**config.mk**
```make
export PLATFORM = sky130hd
export DESIGN_NAME = infix_to_postfix_converter_unit
export DESIGN_NICKNAME = d
export VERILOG_FILES = /design/src/hdl/itp_pkg.sv /design/src/hdl/itp_datapath.sv /design/src/hdl/itp_ctrl.sv /design/src/hdl/infix_to_postfix_converter_unit.sv
export VERILOG_INCLUDE_DIRS = /design/src /design/src/hdl
export SDC_FILE = /design/constraint.sdc
export NUM_CORES = 1
export LEC_CHECK = 0
export BUFFER_PORTS_ARGS = -buffer_cell sky130_fd_sc_hd__buf_4
export CAP_MARGIN = 0
export CORE_AREA = 3 3 126 128
export DETAILED_ROUTE_END_ITERATION = 8
export DIE_AREA = 0 0 129 131
export PLACE_DENSITY = 0.69
export SYNTH_ARGS = -nofsm -noshare
export SYNTH_HDL_FRONTEND = slang
export SYNTH_HIERARCHICAL = 1
export SYNTH_SLANG_ARGS = --single-unit
```
**constraint.sdc**
```tcl
create_clock -name clk -period 9.9 [get_ports clk]
set_input_delay 0.99 -clock clk [delete_from_list [all_inputs] [get_ports clk]]
set_output_delay 0.99 -clock clk [all_outputs]
set_load 0.005 [all_outputs]
```
**src/hdl/infix_to_postfix_converter_unit_macros.svh**
```systemverilog
// ============================================================================
// Assertion macros for the infix to postfix converter
// Shared property forms, clocked on clk and disabled while rst is high.
// ============================================================================
`ifndef INFIX_TO_POSTFIX_CONVERTER_UNIT_MACROS_SVH
`define INFIX_TO_POSTFIX_CONVERTER_UNIT_MACROS_SVH

// The consequent must hold in the same cycle as the antecedent.
`define ITP_ASSERT_NOW(label, ante, cons, msg) \
  label: assert property (@(posedge clk) disable iff (rst) (ante) |-> (cons)) \
    else $error(msg);

// The consequent must hold in the cycle after the antecedent.
`define ITP_ASSERT_NEXT(label, ante, cons, msg) \
  label: assert property (@(posedge clk) disable iff (rst) (ante) |=> (cons)) \
    else $error(msg);

`endif

```
**src/hdl/itp_pkg.sv**
```systemverilog
// ============================================================================
// itp_pkg
// Shared constants, codes, command and status types for the converter.
// ============================================================================
`timescale 1ns / 1ps

package itp_pkg;

  localparam int STACK_DEPTH = 32;
  localparam int CNT_W       = $clog2(STACK_DEPTH + 1);
  localparam int ADDR_W      = $clog2(STACK_DEPTH);
  localparam int SYM_W       = 8;

  localparam logic [SYM_W-1:0] CHAR_POW    = 8'h5E;
  localparam logic [SYM_W-1:0] CHAR_MUL    = 8'h2A;
  localparam logic [SYM_W-1:0] CHAR_DIV    = 8'h2F;
  localparam logic [SYM_W-1:0] CHAR_PLUS   = 8'h2B;
  localparam logic [SYM_W-1:0] CHAR_MINUS  = 8'h2D;
  localparam logic [SYM_W-1:0] CHAR_LPAREN = 8'h28;
  localparam logic [SYM_W-1:0] CHAR_RPAREN = 8'h29;
  localparam logic [SYM_W-1:0] CHAR_A      = 8'h41;
  localparam logic [SYM_W-1:0] CHAR_Z      = 8'h5A;
  localparam logic [SYM_W-1:0] CHAR_NUL    = 8'h00;

  typedef enum logic [2:0] {
    OPC_LPAREN = 3'd0,
    OPC_PLUS   = 3'd1,
    OPC_MINUS  = 3'd2,
    OPC_MUL    = 3'd3,
    OPC_DIV    = 3'd4,
    OPC_POW    = 3'd5
  } op_code_t;

  typedef enum logic [1:0] {
    ERR_NONE      = 2'd0,
    ERR_OVERFLOW  = 2'd1,
    ERR_UNMATCHED = 2'd2
  } err_code_t;

  typedef enum logic [2:0] {
    CLS_LETTER,
    CLS_LPAREN,
    CLS_RPAREN,
    CLS_OP,
    CLS_OTHER
  } sym_class_t;

  typedef enum logic [1:0] {
    EMIT_SYM,
    EMIT_TOP,
    EMIT_OVERFLOW,
    EMIT_UNMATCHED
  } emit_sel_t;

  typedef struct packed {
    logic      load;
    logic      emit;
    emit_sel_t emit_sel;
    logic      push;
    logic      pop;
    logic      rd;
    logic      close;
  } dp_cmd_t;

  typedef struct packed {
    sym_class_t cls;
    logic       end_flag;
    logic       count_zero;
    logic       count_one;
    logic       full;
    logic       top_is_lp;
    logic       top_ge;
    logic       pend_valid;
    logic       out_free;
  } dp_status_t;

  function automatic sym_class_t classify(input logic [SYM_W-1:0] sym);
    sym_class_t cls;
    priority if (sym >= CHAR_A && sym <= CHAR_Z) begin
      cls = CLS_LETTER;
    end else if (sym == CHAR_LPAREN) begin
      cls = CLS_LPAREN;
    end else if (sym == CHAR_RPAREN) begin
      cls = CLS_RPAREN;
    end else if (sym == CHAR_PLUS || sym == CHAR_MINUS || sym == CHAR_MUL ||
                 sym == CHAR_DIV || sym == CHAR_POW) begin
      cls = CLS_OP;
    end else begin
      cls = CLS_OTHER;
    end
    return cls;
  endfunction

  function automatic op_code_t sym_to_code(input logic [SYM_W-1:0] sym);
    op_code_t code;
    case (sym)
      CHAR_PLUS:  code = OPC_PLUS;
      CHAR_MINUS: code = OPC_MINUS;
      CHAR_MUL:   code = OPC_MUL;
      CHAR_DIV:   code = OPC_DIV;
      CHAR_POW:   code = OPC_POW;
      default:    code = OPC_LPAREN;
    endcase
    return code;
  endfunction

  function automatic logic [SYM_W-1:0] code_to_char(input op_code_t code);
    logic [SYM_W-1:0] ch;
    case (code)
      OPC_LPAREN: ch = CHAR_LPAREN;
      OPC_PLUS:   ch = CHAR_PLUS;
      OPC_MINUS:  ch = CHAR_MINUS;
      OPC_MUL:    ch = CHAR_MUL;
      OPC_DIV:    ch = CHAR_DIV;
      OPC_POW:    ch = CHAR_POW;
      default:    ch = CHAR_NUL;
    endcase
    return ch;
  endfunction

  function automatic logic [1:0] code_prec(input op_code_t code);
    logic [1:0] prec;
    case (code)
      OPC_PLUS, OPC_MINUS: prec = 2'd1;
      OPC_MUL, OPC_DIV:    prec = 2'd2;
      OPC_POW:             prec = 2'd3;
      default:             prec = 2'd0;
    endcase
    return prec;
  endfunction

endpackage

```
**src/hdl/itp_datapath.sv**
```systemverilog
// ============================================================================
// itp_datapath
// Input holding register, operator stack memory, stack count, pending result
// slot and output register.
// ============================================================================
`timescale 1ns / 1ps
`include "infix_to_postfix_converter_unit_macros.svh"

module itp_datapath (
  input  logic                   clk,
  input  logic                   rst,
  input  itp_pkg::dp_cmd_t       cmd,
  output itp_pkg::dp_status_t    status,
  input  logic [itp_pkg::SYM_W-1:0] s_tdata,  // symbol
  input  logic                   s_tlast,
  output logic                   m_tvalid,
  input  logic                   m_tready,
  output logic [itp_pkg::SYM_W-1:0] m_tdata,  // out_symbol
  output logic                   m_tlast,
  output logic [2:0]             m_tuser      // has_symbol, error_code[1:0]
);
  import itp_pkg::*;

  logic [SYM_W-1:0] sym_reg;
  logic             end_reg;
  logic [CNT_W-1:0] count;
  logic [CNT_W-1:0] count_m1;
  op_code_t         stack_mem [STACK_DEPTH];
  op_code_t         top;

  logic             pend_valid;
  logic [SYM_W-1:0] pend_sym;
  logic             pend_has;
  err_code_t        pend_err;

  logic             out_valid;
  logic [SYM_W-1:0] out_sym;
  logic             out_has;
  logic             out_last;
  err_code_t        out_err;

  logic             out_free;
  logic             load;
  logic [SYM_W-1:0] load_sym;
  logic             load_has;
  logic             load_last;
  err_code_t        load_err;
  logic [SYM_W-1:0] new_sym;
  logic             new_has;
  err_code_t        new_err;

  assign count_m1 = count - 1'b1;
  assign out_free = !out_valid || m_tready;

  always_comb begin
    unique case (cmd.emit_sel)
      EMIT_SYM: begin
        new_sym = sym_reg;
        new_has = 1'b1;
        new_err = ERR_NONE;
      end
      EMIT_TOP: begin
        new_sym = code_to_char(top);
        new_has = 1'b1;
        new_err = ERR_NONE;
      end
      EMIT_OVERFLOW: begin
        new_sym = CHAR_NUL;
        new_has = 1'b0;
        new_err = ERR_OVERFLOW;
      end
      EMIT_UNMATCHED: begin
        new_sym = CHAR_NUL;
        new_has = 1'b0;
        new_err = ERR_UNMATCHED;
      end
    endcase
  end

  // A new result pushes the pending one out; closing an item releases the
  // pending result, or a bare end marker when the item ended with none.
  always_comb begin
    load      = 1'b0;
    load_sym  = pend_sym;
    load_has  = pend_has;
    load_err  = pend_err;
    load_last = 1'b0;
    if (cmd.emit && pend_valid) begin
      load = 1'b1;
    end else if (cmd.close) begin
      if (pend_valid) begin
        load      = 1'b1;
        load_last = end_reg;
      end else if (end_reg) begin
        load      = 1'b1;
        load_sym  = CHAR_NUL;
        load_has  = 1'b0;
        load_err  = ERR_NONE;
        load_last = 1'b1;
      end
    end
  end

  always_ff @(posedge clk) begin
    if (cmd.load) begin
      sym_reg <= s_tdata;
      end_reg <= s_tlast;
    end
    if (cmd.push) begin
      stack_mem[count[ADDR_W-1:0]] <= sym_to_code(sym_reg);
    end
    if (cmd.rd) begin
      top <= stack_mem[count_m1[ADDR_W-1:0]];
    end
    if (cmd.emit) begin
      pend_sym <= new_sym;
      pend_has <= new_has;
      pend_err <= new_err;
    end
    if (load) begin
      out_sym  <= load_sym;
      out_has  <= load_has;
      out_err  <= load_err;
      out_last <= load_last;
    end
  end

  always_ff @(posedge clk) begin
    if (rst) begin
      count      <= '0;
      pend_valid <= 1'b0;
      out_valid  <= 1'b0;
    end else begin
      if (cmd.push) begin
        count <= count + 1'b1;
      end else if (cmd.pop) begin
        count <= count_m1;
      end
      if (cmd.emit) begin
        pend_valid <= 1'b1;
      end else if (cmd.close) begin
        pend_valid <= 1'b0;
      end
      if (load) begin
        out_valid <= 1'b1;
      end else if (m_tready) begin
        out_valid <= 1'b0;
      end
    end
  end

  assign status.cls        = classify(sym_reg);
  assign status.end_flag   = end_reg;
  assign status.count_zero = (count == '0);
  assign status.count_one  = (count == CNT_W'(1));
  assign status.full       = (count == CNT_W'(STACK_DEPTH));
  assign status.top_is_lp  = (top == OPC_LPAREN);
  assign status.top_ge     = (code_prec(top) >= code_prec(sym_to_code(sym_reg)));
  assign status.pend_valid = pend_valid;
  assign status.out_free   = out_free;

  assign m_tvalid = out_valid;
  assign m_tdata  = out_sym;
  assign m_tlast  = out_last;
  assign m_tuser  = {out_err, out_has};

  `ITP_ASSERT_NOW(a_no_overrun, load, out_free, "Output register overwritten before taken.")
  `ITP_ASSERT_NOW(a_push_room, cmd.push, !status.full, "Push issued on a full stack.")
  `ITP_ASSERT_NOW(a_pop_nonempty, cmd.pop || cmd.rd, !status.count_zero, "Pop on empty stack.")
  `ITP_ASSERT_NEXT(a_emit_reaches_out, cmd.emit && pend_valid, out_valid, "Result lost.")

endmodule

```
**src/hdl/itp_ctrl.sv**
```systemverilog
// ============================================================================
// itp_ctrl
// Sequencer that walks one input character through decode, stack pops,
// push and result release.
// ============================================================================
`timescale 1ns / 1ps

module itp_ctrl (
  input  logic                clk,
  input  logic                rst,
  input  logic                s_tvalid,
  output logic                s_tready,
  input  itp_pkg::dp_status_t status,
  output itp_pkg::dp_cmd_t    cmd
);
  import itp_pkg::*;

  typedef enum logic [2:0] {
    ST_IDLE,
    ST_DECODE,
    ST_READ,
    ST_EVAL,
    ST_ERR2,
    ST_PUSH,
    ST_FINISH,
    ST_CLOSE
  } state_t;

  typedef enum logic [1:0] {
    MODE_RPAREN,
    MODE_OP,
    MODE_FLUSH
  } mode_t;

  state_t state, state_next;
  mode_t  mode, mode_next;
  logic   stall;

  assign stall    = status.pend_valid && !status.out_free;
  assign s_tready = (state == ST_IDLE);

  always_comb begin
    state_next   = state;
    mode_next    = mode;
    cmd          = '0;
    cmd.emit_sel = EMIT_SYM;
    unique case (state)
      ST_IDLE: begin
        if (s_tvalid) begin
          cmd.load   = 1'b1;
          state_next = ST_DECODE;
        end
      end
      ST_DECODE: begin
        unique case (status.cls)
          CLS_LETTER: begin
            if (!stall) begin
              cmd.emit   = 1'b1;
              state_next = ST_FINISH;
            end
          end
          CLS_LPAREN: state_next = ST_PUSH;
          CLS_RPAREN: begin
            mode_next  = MODE_RPAREN;
            state_next = status.count_zero ? ST_ERR2 : ST_READ;
          end
          CLS_OP: begin
            mode_next  = MODE_OP;
            state_next = status.count_zero ? ST_PUSH : ST_READ;
          end
          default: state_next = ST_FINISH;
        endcase
      end
      ST_READ: begin
        cmd.rd     = 1'b1;
        state_next = ST_EVAL;
      end
      ST_EVAL: begin
        if (!stall) begin
          cmd.emit_sel = EMIT_TOP;
          unique case (mode)
            MODE_RPAREN: begin
              cmd.pop = 1'b1;
              if (status.top_is_lp) begin
                state_next = ST_FINISH;
              end else begin
                cmd.emit   = 1'b1;
                state_next = status.count_one ? ST_ERR2 : ST_READ;
              end
            end
            MODE_OP: begin
              if (status.top_is_lp || !status.top_ge) begin
                state_next = ST_PUSH;
              end else begin
                cmd.pop    = 1'b1;
                cmd.emit   = 1'b1;
                state_next = status.count_one ? ST_PUSH : ST_READ;
              end
            end
            default: begin
              cmd.pop    = 1'b1;
              cmd.emit   = !status.top_is_lp;
              state_next = status.count_one ? ST_CLOSE : ST_READ;
            end
          endcase
        end
      end
      ST_ERR2: begin
        if (!stall) begin
          cmd.emit     = 1'b1;
          cmd.emit_sel = EMIT_UNMATCHED;
          state_next   = ST_FINISH;
        end
      end
      ST_PUSH: begin
        if (!stall) begin
          cmd.emit_sel = EMIT_OVERFLOW;
          cmd.emit     = status.full;
          cmd.push     = !status.full;
          state_next   = ST_FINISH;
        end
      end
      ST_FINISH: begin
        if (status.end_flag && !status.count_zero) begin
          mode_next  = MODE_FLUSH;
          state_next = ST_READ;
        end else begin
          state_next = ST_CLOSE;
        end
      end
      ST_CLOSE: begin
        if (status.out_free) begin
          cmd.close  = 1'b1;
          state_next = ST_IDLE;
        end
      end
      default: state_next = ST_IDLE;
    endcase
  end

  always_ff @(posedge clk) begin
    if (rst) begin
      state <= ST_IDLE;
      mode  <= MODE_FLUSH;
    end else begin
      state <= state_next;
      mode  <= mode_next;
    end
  end

endmodule

```
**src/hdl/infix_to_postfix_converter_unit.sv**
```systemverilog
// ============================================================================
// infix_to_postfix_converter_unit
// Shunting-yard converter: takes infix characters, emits postfix characters.
//
// Channel  Dir  tdata            tuser                          tlast
// s_*      in   [7:0] symbol     -                              end_of_expr
// m_*      out  [7:0] out_symbol [0] has_symbol, [2:1] error_code  is_last
//
// One character at a time, through IDLE, DECODE, FINISH and CLOSE, plus READ
// and EVAL per entry read and PUSH or ERR2 for a push or an error result.
// Every popped entry is read, and so is the entry that stops an operator from
// popping. The read cost comes from the registered read port of the stack
// memory. Results of a character are released once the next one is known, so
// the last one can carry is_last. A stalled output holds the sequencer. Reset
// empties the stack; the stack memory itself needs no clearing.
// ============================================================================
`timescale 1ns / 1ps

module infix_to_postfix_converter_unit (
  input  logic                      clk,
  input  logic                      rst,
  input  logic                      s_tvalid,
  output logic                      s_tready,
  input  logic [itp_pkg::SYM_W-1:0] s_tdata,  // symbol
  input  logic                      s_tlast,  // end_of_expr
  output logic                      m_tvalid,
  input  logic                      m_tready,
  output logic [itp_pkg::SYM_W-1:0] m_tdata,  // out_symbol
  output logic                      m_tlast,  // is_last
  output logic [2:0]                m_tuser   // has_symbol, error_code[1:0]
);
  import itp_pkg::*;

  dp_cmd_t    cmd;
  dp_status_t status;

  itp_ctrl u_ctrl (
    .clk      (clk),
    .rst      (rst),
    .s_tvalid (s_tvalid),
    .s_tready (s_tready),
    .status   (status),
    .cmd      (cmd)
  );

  itp_datapath u_datapath (
    .clk      (clk),
    .rst      (rst),
    .cmd      (cmd),
    .status   (status),
    .s_tdata  (s_tdata),
    .s_tlast  (s_tlast),
    .m_tvalid (m_tvalid),
    .m_tready (m_tready),
    .m_tdata  (m_tdata),
    .m_tlast  (m_tlast),
    .m_tuser  (m_tuser)
  );

endmodule

```
# --- Word level (Yosys, flattened, before mapping) ---
# Memory sizes are Yosys's and may differ from the RTL's. A register that Yosys moved wholly into a read port is not among the register bits.
# Cells that the tools add are included.
classes:
  n_reduce_logical: 36
  magnitude_cmp: 3
  bitwise_logic: 1
  addsub: 2
  muxes: 74
  eq_ne: 38
op_table:
  columns: ["operator", "n"]
  rows:
  - ["two-way mux 3 bit", 19]
  - ["equality test 8 x 6 -> 1 bit (second input constant)", 6]
  - ["one-hot mux 7 bit (6 select lines)", 1]
  - ["two-way mux 8 bit", 4]
  - ["two-way mux 1 bit", 28]
  - ["equality test 3 x 2 -> 1 bit (second input constant)", 8]
  - ["equality test 3 bit (second input constant)", 8]
  - ["one-hot mux 2 bit (3 select lines)", 4]
  - ["one-hot mux 8 bit (3 select lines)", 1]
  - ["one-hot mux 3 bit (7 select lines)", 1]
  - ["OR reduction 2 bit", 8]
  - ["one-hot mux 3 bit (5 select lines)", 1]
  - ["equality test 3 x 1 -> 1 bit (second input constant)", 4]
  - ["two-way mux 6 bit", 2]
  - ["one-hot mux 3 bit (4 select lines)", 1]
  - ["two-way mux 2 bit", 5]
  - ["logical NOT 3 bit", 3]
  - ["equality test 8 x 7 -> 1 bit (second input constant)", 1]
  - [">= comparator 8 x 7 -> 1 bit (second input constant)", 1]
  - ["less-or-equal comparator 8 x 7 -> 1 bit (second input constant)", 1]
  - ["one-hot mux 2 bit (2 select lines)", 2]
  - ["nonzero test 2 bit", 4]
  - ["adder 6 x 1 -> 6 bit (second input constant)", 1]
  - ["equality test 6 x 1 -> 1 bit (second input constant)", 1]
  - ["19 further kinds", 39]
word_totals:
  wordCells: 169
  mem_bits_rw: 96
  inputBits: 13
  ff_bits: 45
  n_memories: 1
mem_list:
  columns: ["name", "depth", "word_bits", "rd", "rd_clocked_by_memory_dff", "write_ports", "line_no", "source"]
  rows:
  - ["u_datapath.stack_mem", 32, 3, 1, 1, 1, "itp_datapath.sv:28", "op_code_t stack_mem [STACK_DEPTH];"]

# --- Logic depth before layout (Yosys ltp) ---
# Gate-level depths: netlist of the first run.
logic_depth:
  ltp_word: 15
  ltp_mapped: 14

# --- Hierarchy ---
# The synthesis of the first run kept the hierarchy.
modules_own_cells:
  columns: ["module", "area_per_inst_um2", "instances", "seq_area_each_um2", "cells_each"]
  rows:
  - ["itp_datapath", 6083.3, 1, 4093.9, 401]
  - ["itp_ctrl", 578.1, 1, 100.1, 84]

# --- Worst setup path after synthesis of the first run ---
# Ideal clock, no wire load.
synth_timing:
  path_type: "register -> register"
  start: "register u_datapath.sym_reg[5]"
  end: "register u_datapath.out_sym[0], in the netlist u_datapath/m_tdata[0] (enable)"
  path_stages_with_launch: 10
  setup_time_ns: 0.350
  t_required_ns: 9.550
  arrival_time_ns: 3.166
  synth_period_minus_slack_ns: 3.516
  path_slack_ns: 6.384
  path_cell_list: "edfxtp_1 or3b_1 or4_1 o211a_1 nor3_1 a22oi_1 a2bb2oi_1 nor2_1 o21ai_0 nand2_1"
synth_rtl:
  columns: ["element", "line_no", "source"]
  rows:
  - ["start: declaration", "itp_datapath.sv:24", "logic [SYM_W-1:0] sym_reg;"]
  - ["start signal: assignment", "itp_datapath.sv:106", "sym_reg <= s_tdata;"]
  - ["end signal: assignment", "itp_datapath.sv:121", "out_sym <= load_sym;"]
  - ["end: declaration", "itp_datapath.sv:37", "logic [SYM_W-1:0] out_sym;"]

==> impl_results.md, run 1 <==
- Status: finished, final reports clean
- RD Place Congestion: 0.876
- Reg-to-reg slack, setup: between 5 and 6 ns
- Post-CTS setup buffer count: 0
- Final WL: 13200 um
- Library cells used by synthesis: 65
- Port-buffer cells: 26
- Vias in the first global route: 3935
- Fillers: 1261
- Initial core utilization: 44.5%
- Worst r2r src: u_datapath/sym_reg[5]
- Sum Neg Setup Slack: 0 ns
- Hold buffer count at CTS: 0
- Reg2reg end: u_datapath/m_tdata[0]
- Grt ovf: 0
- H-tree depth: 4
- Seq/Total Area, Yosys: 63.0%
- Fraction of registers with async set/reset: 0%
- R2R cell count: 9
- Clock transition at the registers of the reported paths: 0.06 ns
- Nets@finish: 522
- Cells after DPL: about 670
- First-pass GRT wire length: 20800 um
- Sw Ratio: 31.1%
- Clock Sinks: 144
- Dominant synthesized flop cell: edfxtp_1
- Final min period: 4.26 ns
- WP data arrival: 4.33 ns
- TritonCTS Buffers: 17
- RSZ-0062 raised after global routing: no
- DP Area: between 0.006 and 0.007 mm2
- CTS tree: yes
- Final setup fails: 0
- Hold_sp: u_datapath/pend_err[0]
- Cell area after layout: roughly 0.0075 mm2
- Slew margin rel.: 18.1%
- CP peak stage delay: 0.80 ns
- Clk pwr share: approximately a third
- IO Count: 27
- Final core occ: between 50% and 60%
- Worst Skew: about 0.012 ns
- Critical path fanouts, max: 14
- Worst min path class: reg -> reg
- Power density over cell area: around 260 mW/mm2
- Post-Syn Nets: 505
- Final HPWL DP: 8620 um
- Die W: 129 um
- Leakage: approximately 2.7 nW
- Combinational power share: 25.9%
- Initial antenna violation count: 0
- Share of layout cells above drive strength 1: 19.2%
- Max Buffers Root-to-Sink: 2
- Synth-to-Final Area Change: 13.2%
- Worst hold stages: 1
- Fin. max-slew vios: 0
- P_sw: 0.617 mW
- DRT iter0 DRCs: 322
- Yosys reg bits: 144
- Root Buffer: clkbuf_16
- Maxcap violations: 0
- Cell area after synthesis: 0.00666 mm2
- Mapped Cells: 485
- Crit Path Class: reg -> reg
- Mean Syn Cell Area: 13.7 um2
- Multi-input logic area: 0.00225 mm2
- Internal power: ~1.4 mW
- Drt first pass iters: 5
- Vias post-DR: 4012
- Fmax: 0.234 GHz
- Post-route insts no fill: 703
- Vert. Die Dim: around 130 um
- Period utilization: 43.1%
- Clk Latency, worst-skew pair: 0.42 ns
- Vias/cell: 5.71
- Largest register FFs: between 90 and 100
- Die Area: around 0.017 mm2
- Largest net degree at the start of global routing: 33
- CP endpoint kind: register
- Hold WS: 0.519 ns
- Antenna-violating nets left: 0
- Worst slew pin tran: 1.23 ns
- Sequential Power Share: approximately two fifths
- Core ar.: 0.0150 mm2
- Num rows: 45
- Number of synthesized flops with an enable pin: 131
- CP Data Required Time: 9.97 ns
- Residual DRC: 0
- Gr usage total: 16.3%
- Endpoint of the worst hold path: u_datapath/out_err[0]
- CP cell instances: or3b_1 > or4_1 > o211a_1 > nor3_1 > a22oi_1 > a2bb2oi_1 > nor2_1 > o21ai_0 > nand2_1
- Crit path max-delay cell type: nor2_1
- Commonest non-fill, non-tap cell in the layout: edfxtp_1
- Routed WL per cell: 18.7 um
- Worst setup SP type: register
- Most frequent cells in the layout: 131 x edfxtp_1, 72 x nor2_1, 28 x buf_4, 21 x mux4_2, 19 x a21oi_1
- N_diodes: 0
- Ys Warns: 6
- Post_cts resized: 0
- Endpoints failing hold: 0
- Sequential cell area: 0.00420 mm2
- Maximum VDD drop: 0.173 mV
## power by group through the flow
stage	sequential, mW	combinational (mW)	clock (mW)
2_1_floorplan	0.771	0.473	0
3_3_place_gp	0.841	0.501	0
3_5_place_dp	0.845	0.510	0
4_1_cts	0.834	0.513	0.651
5_1_grt	0.846	0.566	0.679
6_report	0.834	0.513	0.637
## stage by stage
| step | total power, mW | worst slack [ns] |
|---|---|---|
| 2_1_floorplan | 1.24 | 6.38 |
| 3_3_place_gp | 1.34 | 5.84 |
| 3_5_place_dp | 1.35 | 5.70 |
| 4_1_cts | 2.00 | 5.65 |
| 5_1_grt | 2.09 | 5.36 |
| 6_report | 1.98 | 5.64 |
## cell usage after synthesis, types with 7 or more instances
cell type	instances	share of area, %
a21oi_1	20	1.5
and2_1	14	1.3
buf_4	8	0.90
clkbuf_1	14	0.79
dfxtp_1	13	3.9
edfxtp_1	131	59
ha_1	7	1.3
inv_1	14	0.79
mux4_2	21	7.1
nand2_1	17	0.96
nand3_1	8	0.60
nor2_1	72	4.1
nor2b_1	11	1.0
nor3_1	8	0.60
o21ai_0	7	0.53
xnor2_1	7	0.92
## critical path, delay by kind of cell (launching register included)
| family | cells | cell delay [ns] |
|---|---|---|
| compound gates | 4 | 0.93 |
| flops | 1 | 0.40 |
| simple gates | 5 | 2.57 |
## routing by layer
layer,track usage [%],up-vias,wire [um]
met5,0,-,0
met4,7.60,0,309
met3,4.47,25,599
met2,27.1,123,6600
met1,19.9,1993,5640
li1,-,1871,-
## layout make-up
type / count / share of cell area (%)
clock buffers: 18 / 5.69
repair buffers: 28 / 2.79
flip-flops and latches: 144 / 55.7
clock inverters: 14 / 2.17
multi-input cells: 297 / 29.9
inverters: 14 / 0.697
well taps: 188 / 3.12
## worst max-delay path by stage
stage | slack [ns] | start | endpoint
after floorplan | 6.38 | u_datapath/sym_reg[5] | u_datapath/m_tdata[0]
after global placement | 5.84 | u_datapath/sym_reg[5] | u_datapath/m_tdata[4]
after detailed placement | 5.70 | u_datapath/sym_reg[5] | u_datapath/m_tdata[5]
after CTS | 5.65 | u_datapath/sym_reg[5] | u_datapath/m_tdata[7]
after global routing | 5.36 | u_datapath/sym_reg[5] | u_datapath/m_tdata[0]
final | 5.64 | u_datapath/sym_reg[5] | u_datapath/m_tdata[0]
## cell families (layout without fill, tap and decap cells)
group,Yosys count,in the layout,share of synthesized area [%]
fa+ha+maj,7,7,1.31
compound gates,73,73,7.49
simple gates,173,173,13.5
flops,144,144,63.0
xor+xnor,8,8,1.16
buf+inv,44,74,3.36
mux,36,36,10.2
Power figures use the tool's default switching activity.
==> run 2, diff against run 1 <==
==> constraint.sdc (replaced) <==
create_clock -name clk -period 4 [get_ports clk]
set_input_delay 0.4 -clock clk [delete_from_list [all_inputs] [get_ports clk]]
set_output_delay 0.4 -clock clk [all_outputs]
set_load 0.005 [all_outputs]
==> run 2 against run 1 <==
Die area unchanged. Design area up 1.3%. Clock power rose to 2.7 times the previous value. Flip-flop and latch count unchanged.
==> impl_results.md, run 2 (synthesis gave the netlist of run 1 again) <==
- Most frequent cells in the layout: 131 x edfxtp_1, 72 x nor2_1, 33 x buf_4, 21 x mux4_2, 19 x a21oi_1
- DP Area: between 0.006 and 0.007 mm2
- Gr usage total: between 10% and 20%
- Cell area after layout: 0.00764 mm2
- Sw Ratio: 29.4%
- Vert. Die Dim: around 130 um
- Residual DRC: 0
- Nets@finish: 527
- Largest net degree at the start of global routing: 33
- Final min period: 3.56 ns
- Tot Pwr: 5.07 mW
- Sequential Power Share: 39.5%
- Port-buffer cells: 26
- WP data arrival: about 3.7 ns
- N_diodes: 0
- Routed WL per cell: 18.2 um
- Maxcap violations: 0
- RSZ-0062 raised after global routing: no
- First-pass GRT wire length: roughly 20000 um
- Share of layout cells above drive strength 1: 19.8%
- Maximum VDD drop: about 0.34 mV
- Final WS setup: ~0.44 ns
- RD Place Congestion: 0.890
- Final HPWL DP: between 8000 and 9000 um
- Synth-to-Final Area Change: 14.6%
- Worst min path class: in -> reg
- Drt first pass iters: 4
- Slew margin rel.: 42.4%
- Worst slew pin tran: ~0.86 ns
- Final WL: 12900 um
- Crit Path Class: reg -> reg
- DP Worst Slack: 0.348 ns
- H-tree depth: 4
- R2R cell count: 13
- Fmax: around 0.28 GHz
- Commonest non-fill, non-tap cell in the layout: edfxtp_1
- Num rows: between 40 and 50
- Clock transition at the registers of the reported paths: 0.06 ns
- Vias/cell: 5.64
- Worst hold stages: 1
- Period utilization: between 80% and 90%
- Combinational power share: 26.2%
- IO Count: 27
- Hold WS: 0.158 ns
- Worst Skew: 0.00742 ns
- Worst setup SP type: register
- Clock Sinks: 144
- Status: finished, final reports clean
- Max Buffers Root-to-Sink: 2
- DRT iter0 DRCs: 408
- P_sw: about 1.5 mW
- Leakage: 2.77 nW
- Largest register FFs: 96
- Antenna-violating nets left: 0
- Critical path fanouts, max: 12
- Die W: ~130 um
- Root Buffer: clkbuf_16
- Final setup fails: 0
- Clk pwr share: about 34%
- Core ar.: 0.0150 mm2
- Endpoints failing hold: 0
- CTS tree: yes
- Sum Neg Setup Slack: 0 ns
- Initial antenna violation count: 0
- Hold buffer count at CTS: 0
- TritonCTS Buffers: 17
- Vias post-DR: 3996
- CP endpoint kind: register
- Clk Latency, worst-skew pair: between 0.4 and 0.5 ns
- Fin. max-slew vios: 0
- Vias in the first global route: 3865
- Die Area: ~0.017 mm2
- Power density over cell area: roughly 660 mW/mm2
- Initial core utilization: 44.5%
- Post-CTS setup buffer count: 0
- CP Data Required Time: 4.12 ns
- Grt ovf: 0
- Internal power: 3.58 mW
-- run 2: layout make-up --
| class | instances | area (um2) |
|---|---|---|
| Clock buffer | 20 | 437 |
| Clock inverter | 12 | 214 |
| Fill cell | 1232 | 7340 |
| Inverter | 14 | 52.6 |
| Multi-Input combinational cell | 297 | 2250 |
| Sequential cell | 144 | 4200 |
| Tap cell | 188 | 235 |
| Timing Repair Buffer | 33 | 248 |
-- run 2: through the flow --
step	cells	util, %
3_5_place_dp	676	46.6
3_3_place_gp	676	46.6
5_1_grt	708	51.0
2_1_floorplan	485	-
4_1_cts	708	51.0
6_report	708	51.0
-- run 2: power by group through the flow --
stage	Sequential (mW)	Combinational, mW	Clock (mW)
2_1_floorplan	1.91	1.17	0
3_3_place_gp	2.02	1.29	0
3_5_place_dp	2.03	1.33	0
4_1_cts	2.00	1.33	1.77
5_1_grt	2.03	1.48	1.83
6_report	2.01	1.33	1.74
-- run 2: routing by layer --
| metal | vias to the layer above | wire length (um) | part of all wire (%) | track usage (%) |
|---|---|---|---|---|
| li1 | 1881 | - | - | - |
| met1 | 1966 | 5460 | 42 | 19.9 |
| met2 | 126 | 6480 | 50 | 26.9 |
| met3 | 23 | 716 | 5.6 | 4.51 |
| met4 | 0 | 203 | 1.6 | 6.24 |
| met5 | - | 0 | 0 | 0 |
-- run 2: critical path: stages, from the launching register on --
cell,delay [ns]
edfxtp_1,0.39
or3b_1,0.42
or4_1,0.55
o21ai_1,0.12
mux2_2,0.16
ha_1,0.21
nand2b_1,0.14
a21o_1,0.19
nor3b_1,0.28
nor2_1,0.08
a2bb2oi_1,0.17
nor2_1,0.07
o21ai_0,0.27
nand2_2,0.24
-- run 2: final timing paths --
kind / from / end / slack, ns
max: u_datapath/sym_reg[5] / u_datapath/m_tdata[2] / 0.44
min: s_tdata[2] / u_datapath/sym_reg[2] / 0.16
max reg2reg: u_datapath/sym_reg[5] / u_datapath/m_tdata[2] / 0.44
min reg2reg: u_ctrl/mode[1] / u_ctrl/mode[1] / 0.51
-- run 2: timing repair --
action | in CTS | in global routing
endpoints found under the setup margin | 0 | 3
endpoints found under the hold margin | 0 | 0
resized for setup | 0 | 1
